### src/rtl/core/integer_divider_32_assert.svh
// Assertion macros for the divider RTL.
`ifndef INTEGER_DIVIDER_32_ASSERT_SVH
`define INTEGER_DIVIDER_32_ASSERT_SVH

// Same-cycle implication, disabled while reset is asserted.
`define IDIV_ASSERT_IMPLY(label, clk, rst_n, ante, cons, msg) \
  label: assert property (@(posedge clk) disable iff (!rst_n) (ante) |-> (cons)) \
    else $error(msg);

// Next-cycle implication, disabled while reset is asserted.
`define IDIV_ASSERT_NEXT(label, clk, rst_n, ante, cons, msg) \
  label: assert property (@(posedge clk) disable iff (!rst_n) (ante) |=> (cons)) \
    else $error(msg);

`endif

### src/rtl/core/idiv_pkg.sv
// Types shared by the divider controller, datapath and top level.
package idiv_pkg;

  typedef enum logic [1:0] {
    MODE_UQUO,
    MODE_UREM,
    MODE_SQUO,
    MODE_SREM
  } idiv_mode_e;

  typedef enum logic [1:0] {
    ST_IDLE,
    ST_RUN,
    ST_FIX
  } idiv_state_e;

  typedef struct packed {
    logic load;
    logic step;
    logic fix;
  } idiv_cmd_t;

endpackage

### src/rtl/core/integer_divider_32.sv
// m_axis_tvalid rises after DATA_WIDTH restoring steps, then one sign fix into the output register;
//   the sign fix waits while the output register still holds a result that was not taken.
// No new word is accepted until the current one has passed its sign fix; the single shared
//   subtract-and-shift unit makes one quotient bit per cycle.
// A new word may be accepted while the previous result waits in the output register.
// Reset (rst_ni low, asynchronous) clears the controller state and output valid.
module integer_divider_32 import idiv_pkg::*; #(
  parameter int DATA_WIDTH = 32
) (
  input  logic                                 clk_i,
  input  logic                                 rst_ni,
  input  logic                                 s_axis_tvalid,
  output logic                                 s_axis_tready,
  input  logic [((2*DATA_WIDTH+7)/8)*8-1:0]    s_axis_tdata,  // dividend, divisor
  input  logic [1:0]                           s_axis_tuser,  // mode
  output logic                                 m_axis_tvalid,
  input  logic                                 m_axis_tready,
  output logic [((DATA_WIDTH+7)/8)*8-1:0]      m_axis_tdata   // result
);

  localparam int OUT_TDATA_W = ((DATA_WIDTH + 7) / 8) * 8;

  idiv_cmd_t             cmd;
  logic [DATA_WIDTH-1:0] result;

  idiv_ctrl #(
    .DATA_WIDTH (DATA_WIDTH)
  ) u_ctrl (
    .clk_i       (clk_i),
    .rst_ni      (rst_ni),
    .in_valid_i  (s_axis_tvalid),
    .in_ready_o  (s_axis_tready),
    .out_valid_o (m_axis_tvalid),
    .out_ready_i (m_axis_tready),
    .cmd_o       (cmd)
  );

  idiv_dp #(
    .DATA_WIDTH (DATA_WIDTH)
  ) u_dp (
    .clk_i      (clk_i),
    .cmd_i      (cmd),
    .mode_i     (idiv_mode_e'(s_axis_tuser)),
    .dividend_i (s_axis_tdata[DATA_WIDTH-1:0]),
    .divisor_i  (s_axis_tdata[2*DATA_WIDTH-1:DATA_WIDTH]),
    .result_o   (result)
  );

  assign m_axis_tdata = OUT_TDATA_W'(result);

endmodule

### src/rtl/core/idiv_dp.sv
// Divider datapath: operand conditioning, shift-subtract step and sign fix.
module idiv_dp import idiv_pkg::*; #(
  parameter int DATA_WIDTH = 32
) (
  input  logic                  clk_i,
  input  idiv_cmd_t             cmd_i,
  input  idiv_mode_e            mode_i,
  input  logic [DATA_WIDTH-1:0] dividend_i,
  input  logic [DATA_WIDTH-1:0] divisor_i,
  output logic [DATA_WIDTH-1:0] result_o
);

  localparam int W = DATA_WIDTH;

  logic [W-1:0] nq_q, nq_d;   // dividend bits shift out at the top, quotient bits in at the bottom
  logic [W-1:0] rem_q, rem_d;
  logic [W-1:0] den_q, den_d;
  logic         rem_sel_q, rem_sel_d;
  logic         a_neg_q, a_neg_d;
  logic         b_neg_q, b_neg_d;
  logic [W-1:0] res_q, res_d;

  logic         is_signed;
  logic [W-1:0] rem_sh;
  logic [W:0]   diff;
  logic         take;
  logic [W-1:0] sel;
  logic         neg;

  assign is_signed = (mode_i == MODE_SQUO) || (mode_i == MODE_SREM);

  // One restoring step; a carry out of the shift always permits the subtract.
  assign rem_sh = {rem_q[W-2:0], nq_q[W-1]};
  assign diff   = {rem_q[W-1], rem_sh} - {1'b0, den_q};
  assign take   = ~diff[W];

  assign sel = rem_sel_q ? rem_q : nq_q;
  assign neg = rem_sel_q ? a_neg_q : (a_neg_q ^ b_neg_q);

  always_comb begin
    nq_d      = nq_q;
    rem_d     = rem_q;
    den_d     = den_q;
    rem_sel_d = rem_sel_q;
    a_neg_d   = a_neg_q;
    b_neg_d   = b_neg_q;
    res_d     = res_q;
    if (cmd_i.load) begin
      a_neg_d   = is_signed & dividend_i[W-1];
      b_neg_d   = is_signed & divisor_i[W-1];
      rem_sel_d = (mode_i == MODE_UREM) || (mode_i == MODE_SREM);
      nq_d      = a_neg_d ? (~dividend_i + W'(1)) : dividend_i;
      den_d     = b_neg_d ? (~divisor_i + W'(1)) : divisor_i;
      rem_d     = '0;
    end
    if (cmd_i.step) begin
      rem_d = take ? diff[W-1:0] : rem_sh;
      nq_d  = {nq_q[W-2:0], take};
    end
    if (cmd_i.fix) begin
      res_d = neg ? (~sel + W'(1)) : sel;
    end
  end

  always_ff @(posedge clk_i) begin
    nq_q      <= nq_d;
    rem_q     <= rem_d;
    den_q     <= den_d;
    rem_sel_q <= rem_sel_d;
    a_neg_q   <= a_neg_d;
    b_neg_q   <= b_neg_d;
    res_q     <= res_d;
  end

  assign result_o = res_q;

endmodule

### src/rtl/core/idiv_ctrl.sv
// Divider controller: handshakes, step counter and output word valid.
`include "integer_divider_32_assert.svh"

module idiv_ctrl import idiv_pkg::*; #(
  parameter int DATA_WIDTH = 32
) (
  input  logic      clk_i,
  input  logic      rst_ni,
  input  logic      in_valid_i,
  output logic      in_ready_o,
  output logic      out_valid_o,
  input  logic      out_ready_i,
  output idiv_cmd_t cmd_o
);

  localparam int CNT_W = $clog2(DATA_WIDTH);

  idiv_state_e      state_q, state_d;
  logic [CNT_W-1:0] cnt_q, cnt_d;
  logic             out_valid_q, out_valid_d;

  always_comb begin
    state_d    = state_q;
    cnt_d      = cnt_q;
    in_ready_o = 1'b0;
    cmd_o      = '0;
    case (state_q)
      ST_IDLE: begin
        in_ready_o = 1'b1;
        if (in_valid_i) begin
          cmd_o.load = 1'b1;
          cnt_d      = CNT_W'(DATA_WIDTH - 1);
          state_d    = ST_RUN;
        end
      end
      ST_RUN: begin
        cmd_o.step = 1'b1;
        if (cnt_q == '0) begin
          state_d = ST_FIX;
        end else begin
          cnt_d = cnt_q - CNT_W'(1);
        end
      end
      ST_FIX: begin
        // hold the finished word until the output register frees up
        if (!out_valid_q || out_ready_i) begin
          cmd_o.fix = 1'b1;
          state_d   = ST_IDLE;
        end
      end
      default: begin
        state_d = ST_IDLE;
      end
    endcase
    out_valid_d = cmd_o.fix | (out_valid_q & ~out_ready_i);
  end

  always_ff @(posedge clk_i or negedge rst_ni) begin
    if (!rst_ni) begin
      state_q     <= ST_IDLE;
      cnt_q       <= '0;
      out_valid_q <= 1'b0;
    end else begin
      state_q     <= state_d;
      cnt_q       <= cnt_d;
      out_valid_q <= out_valid_d;
    end
  end

  assign out_valid_o = out_valid_q;

  `IDIV_ASSERT_NEXT(a_load_starts_run, clk_i, rst_ni, in_valid_i && in_ready_o, (state_q == ST_RUN) && (cnt_q == CNT_W'(DATA_WIDTH - 1)), "accepted word did not start a full run")
  `IDIV_ASSERT_NEXT(a_run_ends_in_fix, clk_i, rst_ni, (state_q == ST_RUN) && (cnt_q == '0), state_q == ST_FIX, "last step not followed by sign fix")
  `IDIV_ASSERT_NEXT(a_fix_sets_valid, clk_i, rst_ni, cmd_o.fix, out_valid_q && (state_q == ST_IDLE), "fixed result not presented")
  `IDIV_ASSERT_IMPLY(a_no_overwrite, clk_i, rst_ni, cmd_o.fix, !out_valid_q || out_ready_i, "pending result overwritten")

endmodule

### config.mk
export PLATFORM = sky130hd
export DESIGN_NAME = integer_divider_32
export DESIGN_NICKNAME = d
export VERILOG_FILES = /design/src/rtl/core/idiv_pkg.sv /design/src/rtl/core/integer_divider_32.sv /design/src/rtl/core/idiv_dp.sv /design/src/rtl/core/idiv_ctrl.sv
export VERILOG_INCLUDE_DIRS = /design/src /design/src/rtl/core
export SDC_FILE = /design/constraint.sdc
export NUM_CORES = 1
export LEC_CHECK = 0
export ABC_CLOCK_PERIOD_IN_PS = 8140
export BUFFER_PORTS_ARGS = -buffer_cell sky130_fd_sc_hd__buf_2
export CORE_MARGIN = 2
export CORE_UTILIZATION = 35
export DETAILED_ROUTE_END_ITERATION = 7
export PLACE_DENSITY = 0.64
export SKIP_LAST_GASP = 1
export SYNTH_ARGS = -nofsm -noshare
export SYNTH_HDL_FRONTEND = slang
export SYNTH_SLANG_ARGS = --single-unit
### constraint.sdc
create_clock -name clk_i -period 8.14 [get_ports clk_i]
set_input_delay 1.628 -clock clk_i [delete_from_list [all_inputs] [get_ports clk_i]]
set_output_delay 1.628 -clock clk_i [all_outputs]
set_load 0.03 [all_outputs]
==> impl_metrics.env, run 1 <==
export IMPL_worstReg2RegEnd="u_dp.rem_q[28]"
export IMPL_synth_cell_types=69
export IMPL_wl_per_cell_um=15.88
export IMPL_critPathMaxFanout=6
export IMPL_synth_compound_area_share_pct=16.36
export IMPL_setup_violations=0
export IMPL_power_density_nw_per_um2=366.0
export IMPL_clk_pin_slew_ns=0.06
export IMPL_firstDrtPassIters=5
export IMPL_rows=60
export IMPL_vias=7582
export IMPL_area_growth_pct=14.07
export IMPL_timing_final_crit_share_pct=46.08
export IMPL_synthMuxAreaShare_pct=4.529
export IMPL_worstHoldEndpoint="u_ctrl.cnt_q[0]"
export IMPL_final_nets=1207
export IMPL_holdBufCountCts=0
export IMPL_hold_violations=0
export IMPL_io_pins=104
export IMPL_layout_setup_ws_ns=4.389
export IMPL_clk_latency_ns=0.43
export IMPL_synth_adder_area_share_pct=4.995
export IMPL_numCtsBuffers=17
export IMPL_htree_levels=4
export IMPL_ir_worst_vdd_mv=0.1995
export IMPL_wl_met1_mm=11.28
export IMPL_holdPathStages=1
export IMPL_grt_use_total_pct=16.41
export IMPL_cpPeakStageDelay_ns=0.63
export IMPL_relSlewSlack_pct=28.73
export IMPL_worst_r2r_setup_slack_ns=4.44
export IMPL_reg2reg_from="u_dp.rem_q[4]"
export IMPL_final_setup_tns_ns=0
export IMPL_die_x_um=170.2
export IMPL_syn_area_um2=9669
export IMPL_syn_area_per_cell_um2=9.574
export IMPL_start_util_pct=35.78
export IMPL_grt_pass1_wl_mm=37.45
export IMPL_power_mw=4.036
export IMPL_hold_path_class="reg2reg"
export IMPL_place_gp_congestion=0.9164
export IMPL_rsz0062_at_grt="no"
export IMPL_worst_setup_path_type="in2reg"
export IMPL_post_cts_resized=0
export IMPL_root_buffer="clkbuf_16"
export IMPL_grt_pass1_vias=7224
export IMPL_drv_cap=0
export IMPL_highest_layer="met4"
export IMPL_grt_overflow=0
export IMPL_core_area_um2=27030
export IMPL_crit_slowest_cell="or4_1"
export IMPL_end_kind="flop"
export IMPL_crit_chain="buf_2 -> or4_1 -> nor4b_2 -> and2_1 -> nand2_1 -> nor4_2 -> a21oi_1 -> xnor2_1 -> o21ai_1"
export IMPL_cp_required_ns=8.30
export IMPL_synth_edf_count=131
export IMPL_whs_ns=0.4881
export IMPL_synthXorXnorAreaFrac_pct=10.49
export IMPL_clock_path_buffers=2
export IMPL_drv_slew=0
export IMPL_tightest_slew_ns=1.064
export IMPL_ys_warn_count=0
export IMPL_antenna_found_initial=3
export IMPL_run_status="finished, final reports clean"
export IMPL_worstHoldStart="u_ctrl.cnt_q[0]"
export IMPL_path_delay_family="simple AND/OR/NAND/NOR gates"
export IMPL_final_core_util_pct=40.81
export IMPL_drtIter0Drc=471
export IMPL_worstPathArrival_ns=3.91
export IMPL_grt_start_max_net_pins=77
export IMPL_fin_crit_ns=3.751
export IMPL_ys_async_sr_fraction_pct=5.755
export IMPL_cts_setup_buffers=0
export IMPL_synth_simple_area_share_pct=16.91
export IMPL_clock_sinks=139
export IMPL_fmax_mhz=266.6
export IMPL_post_place_ws_ns=3.914
export IMPL_yosysSeqAreaShare_pct=42.75
export IMPL_cp_start_kind="input port"
export IMPL_ys_seq_elements=139
export IMPL_vias_per_cell=5.215
export IMPL_synthCells=1010
export IMPL_drive_above_1_share_pct=15.50
export IMPL_drt_wl_total_mm=23.09
export IMPL_path_buf_inv=1
export IMPL_die_area_um2=28970
export IMPL_dp_hpwl_mm=17.90
export IMPL_drc_errors=0
export IMPL_synth_top_family_by_area="simple AND/OR/NAND/NOR gates"
export IMPL_clock_skew_final_ns=0.006693
export IMPL_synth_main_ff_cell="edfxtp_1"
export IMPL_reg2reg_depth=10
export IMPL_die_h_um=170.2
export IMPL_ant_nets=0
export IMPL_met3_length_mm=1.531
export IMPL_cts_tree="done"
export IMPL_synth_nets=1118
export IMPL_wl_met2_mm=9.840
export IMPL_io_buffers=103
export IMPL_power_leakage_nw=4.400
[worst reg2reg max path, stage by stage, from the launching register on]
cell,delay (ns)
edfxtp_1,0.51
ha_1,0.40
a21o_1,0.22
or3_1,0.32
o21ai_1,0.35
a211oi_1,0.19
nor4_2,0.38
xnor2_4,0.15
buf_4,0.46
nand2_1,0.31
o22ai_1,0.25
[area by class of cell]
cell class,count,area (um2)
diodes,3,7.507
clock buffers,20,436.7
clock inverters,10,55.05
fillers,2670,16000
inverters,54,202.7
multi-input cells,775,5184
flip-flops and latches,139,4134
well taps,341,426.7
repair buffers,112,583.1
[state kept, by name, summed over array words and instances, names as in the netlist]
| name | cells |
|---|---|
| u_dp.den_q | 32 |
| u_dp.nq_q | 32 |
| u_dp.rem_q | 32 |
| u_dp.result_o | 32 |
| u_ctrl.cnt_q | 5 |
| u_ctrl.state_q | 2 |
| u_ctrl.out_valid_o | 1 |
| u_dp.a_neg_q | 1 |
| u_dp.b_neg_q | 1 |
| u_dp.rem_sel_q | 1 |
[kinds of logic after synthesis]
| logic type | count (synthesis) |
|---|---|
| adders and majority gates | 38 |
| muxes | 43 |
| AOI/OAI and AO/OA | 260 |
| xor gates and xnor gates | 115 |
| buffers and inverters | 96 |
| DFF | 139 |
| and+or+nand+nor | 319 |
[per-stage QoR]
step / area, um2 / cells
6_report: 11030 / 1454
5_1_grt: 11030 / 1454
4_1_cts: 11020 / 1451
3_5_place_dp: 10530 / 1421
3_3_place_gp: 10530 / 1421
2_1_floorplan: 9669 / 1010
[routing by layer]
metal	GRT usage (%)	up-vias
li1	-	3843
met1	23.59	3480
met2	24.46	228
met3	3.279	31
met4	5.797	0
met5	0	-
[placed cells by master, fill, tap and decap left out, types with 5 or more instances in the layout]
cell type,count
nand3b_1,6
dfrtp_1,8
a31oi_1,8
inv_1,54
o31ai_1,11
nand2b_1,26
clkbuf_16,17
a21o_1,10
o21ai_1,22
a21oi_1,83
mux2i_1,39
nor3b_1,6
a211oi_1,7
and3_1,5
o21ai_0,71
ha_1,37
nor2_1,86
nor4_2,5
nor3_1,25
o21a_1,6
buf_2,103
nor2b_1,5
xor2_1,56
nor4_1,10
or4_1,6
nand2_1,93
nand3_1,8
xnor2_1,57
buf_4,9
edfxtp_1,131
or3_1,5
nand4_1,9
o32ai_1,7
[synthesized netlist by cell type, types with 4 or more instances]
cell type    n  area (um2)
o21ai_1     22       110.1
and3_1       5       31.28
nand3b_1     6       45.04
ha_1        37       462.9
nor4_2       5       62.56
nor2b_1      7       43.79
mux2i_1     39       390.4
nand3_1      8       40.04
o21ai_0     71       355.3
buf_2       12       60.06
a21oi_1     83       415.4
clkbuf_1    29       108.9
nand2b_1    26       162.7
o41ai_1      4       35.03
o21a_1       6       45.04
xor2_1      56       490.5
nand4_1      9       56.30
nor2_1      86       322.8
or4_1        6       45.04
a21o_1      10       75.07
nor3b_1      6       45.04
a211oi_1     7       52.55
or3_1        5       31.28
nand2_1     94       352.8
o32ai_1      7       61.31
a31oi_1      8       50.05
nor3_1      25       125.1
dfrtp_1      8       200.2
nor4_1      10       62.56
o31ai_1     11       82.58
o32a_1       4       40.04
xnor2_1     58       508.0
o22ai_1      4       25.02
inv_1       54       202.7
edfxtp_1   131        3934
[where the power goes]
group	total [mW]	internal [mW]	switching [mW]
clock	0.665	0.379	0.286
combinational	1.95	0.813	1.14
sequential	1.42	1.17	0.249
[how the worst max path moves through the flow]
stage | from | slack [ns] | endpoint | cells past startpoint
2_1_floorplan | s_axis_tdata[6] | 4.45 | u_dp.nq_q[28] | 9
5_1_grt | s_axis_tdata[36] | 4.13 | u_dp.den_q[28] | 8
3_3_place_gp | s_axis_tdata[6] | 3.99 | u_dp.nq_q[30] | 9
3_5_place_dp | s_axis_tdata[6] | 3.91 | u_dp.nq_q[28] | 9
4_1_cts | s_axis_tdata[6] | 4.38 | u_dp.nq_q[28] | 9
6_report | s_axis_tdata[6] | 4.39 | u_dp.nq_q[30] | 9
(Power assumes the default switching activity.)
==> run 2: changes to the inputs <==
Settings changed: ABC_CLOCK_PERIOD_IN_PS 8140 to 3700.
Clock period 8.14 ns to 3.7 ns, I/O delays scaled along.
==> run 2 against run 1 <==
Compared with the run above:
- clock power increased by 140%
- power increased by 130%
- cell area increased by 1.1%
- die area unchanged
- routed wire length increased by 0.83%
- non-clock buffer count increased by 9
- sequential power increased by 120%
- sequential share of layout area decreased by 0.41 points
- count of clock-buffer cells in the layout unchanged
- worst hold slack got worse by 0.34 ns
- largest power group unchanged
- highest routed layer unchanged
==> impl_metrics.env, run 2 (same netlist as run 1, synthesis figures left out) <==
export IMPL_run_status="finished, final reports clean"
export IMPL_drv_cap=0
export IMPL_core_area_um2=27030
export IMPL_ant_nets=0
export IMPL_dpl_cell_area_um2=10610
export IMPL_cp_depth=10
export IMPL_htree_levels=4
export IMPL_critPathMaxFanout=15
export IMPL_setup_violations=0
export IMPL_cp_required_ns=3.97
export IMPL_path_delay_family="compound AO/OA/AOI/OAI gates"
export IMPL_drt_wl_total_mm=23.28
export IMPL_fin_area_um2=11150
export IMPL_end_kind="flop"
export IMPL_worstPathArrival_ns=3.58
export IMPL_rsz0062_at_grt="no"
export IMPL_vias_per_cell=5.211
export IMPL_start_util_pct=35.78
export IMPL_numCtsBuffers=17
export IMPL_power_leakage_nw=4.480
export IMPL_drv_slew=0
export IMPL_drc_errors=0
export IMPL_grt_pass1_wl_mm=37.15
export IMPL_drive_above_1_share_pct=16.44
export IMPL_cts_setup_buffers=0
export IMPL_hold_path_class="in2async"
export IMPL_power_density_nw_per_um2=818.4
export IMPL_rows=60
export IMPL_io_pins=104
export IMPL_clock_sinks=139
export IMPL_ir_worst_vdd_mv=0.4540
export IMPL_dp_hpwl_mm=18.34
export IMPL_drtIter0Drc=445
export IMPL_crit_chain="ha_1 -> a21o_1 -> or3_1 -> o21ai_1 -> a211oi_1 -> nor4_2 -> xnor2_4 -> buf_4 -> nand2_1 -> o22ai_1"
export IMPL_crit_start="u_dp.rem_q[4]"
export IMPL_final_nets=1216
export IMPL_clock_skew_final_ns=0.009001
export IMPL_layout_setup_ws_ns=0.3903
export IMPL_clock_path_buffers=2
export IMPL_hold_violations=0
export IMPL_root_buffer="clkbuf_16"
export IMPL_finalNonFillerCells=1461
export IMPL_relSlewSlack_pct=49.16
export IMPL_cts_tree="done"
export IMPL_io_buffers=103
export IMPL_clk_latency_ns=0.43
export IMPL_wl_per_cell_um=15.94
export IMPL_die_area_um2=28970
export IMPL_layout_commonest_cell="edfxtp_1"
export IMPL_post_place_ws_ns=0.4045
export IMPL_timing_final_crit_share_pct=89.45
export IMPL_grt_overflow=0
export IMPL_grt_pass1_vias=7190
export IMPL_holdBufCountCts=0
export IMPL_switchingPower_mw=3.732
export IMPL_fin_crit_ns=3.310
export IMPL_final_setup_tns_ns=0
export IMPL_vias=7613
export IMPL_cpPeakStageDelay_ns=0.46
export IMPL_reg2reg_depth=10
export IMPL_firstDrtPassIters=7
export IMPL_netSwitchingFraction_pct=40.89
export IMPL_area_growth_pct=15.33
export IMPL_worst_setup_path_type="reg2reg"
export IMPL_whs_ns=0.1460
export IMPL_internal_power_mw=5.395
export IMPL_path_buf_inv=1
export IMPL_clkPwrFrac_pct=17.5
export IMPL_cp_start_kind="flop"
export IMPL_die_h_um=170.2
export IMPL_place_gp_congestion=0.9179
export IMPL_fmax_mhz=302.1
export IMPL_grt_start_max_net_pins=64
export IMPL_antenna_found_initial=1
export IMPL_power_frac_comb_pct=48.6
export IMPL_die_x_um=170.2
export IMPL_layout_common_cells="131 x edfxtp_1, 103 x buf_2, 93 x nand2_1"
export IMPL_crit_slowest_cell="edfxtp_1"
export IMPL_reg2reg_from="u_dp.rem_q[4]"
export IMPL_seq_power_share_pct=33.9
export IMPL_clk_pin_slew_ns=0.06
export IMPL_grt_use_total_pct=16.28
export IMPL_place_inst=1430
export IMPL_post_cts_resized=0
export IMPL_tightest_slew_ns=0.7599
==> run 2: layer usage <==
metal  global-route usage (%)  wire [um]  vias up
met5                        0          0        -
met4                    5.388        503        0
met3                    3.814       1720       29
met2                    24.14       9898      242
met1                    23.30      11160     3472
li1                         -          -     3870
==> run 2: per-stage QoR <==
stage          power, mW  utilization, %
2_1_floorplan      6.321               -
3_3_place_gp       7.391           39.26
3_5_place_dp       7.485           39.26
4_1_cts            9.117           41.25
5_1_grt            9.815           41.26
6_report           9.127           41.26
==> run 2: area by class of cell <==
| class | count | area (um2) |
|---|---|---|
| repair buffers | 121 | 663.1 |
| well taps | 341 | 426.7 |
| multi-input cells | 775 | 5184 |
| fillers | 2662 | 15870 |
| inverters | 54 | 202.7 |
| flip-flops and latches | 139 | 4134 |
| diodes | 1 | 2.502 |
| clock inverters | 10 | 102.6 |
| clock buffers | 20 | 436.7 |
==> run 2: path summary, 6_finish.rpt <==
path / end / slack, ns
min in group clk_i: u_dp.rem_sel_q / 0.51
worst max register to register: u_dp.rem_q[31] / 0.39
worst min register to register: u_ctrl.cnt_q[4] / 0.52
worst min-delay path: u_ctrl.out_valid_o / 0.15
max in group asynchronous: u_ctrl.cnt_q[1] / 3.38
worst max-delay path: u_dp.rem_q[31] / 0.39
==> run 2: power by group through the flow <==
stage / combinational (mW) / sequential [mW] / clock, mW
finish: 4.44 / 3.10 / 1.59
global route: 4.97 / 3.16 / 1.68
CTS: 4.41 / 3.08 / 1.62
detailed placement: 4.37 / 3.11 / 0
global placement: 4.30 / 3.09 / 0
floorplan: 3.43 / 2.89 / 0
==> run 2: worst register-to-register path, stage by stage, from the launching register on <==
cell and delay (ns):
edfxtp_1 0.46, ha_1 0.39, a21o_1 0.21, or3_1 0.32, o21ai_1 0.30, a211oi_1 0.14, nor4_2 0.37, xnor2_4 0.26
buf_4 0.28, nand2_1 0.18, o22ai_1 0.24
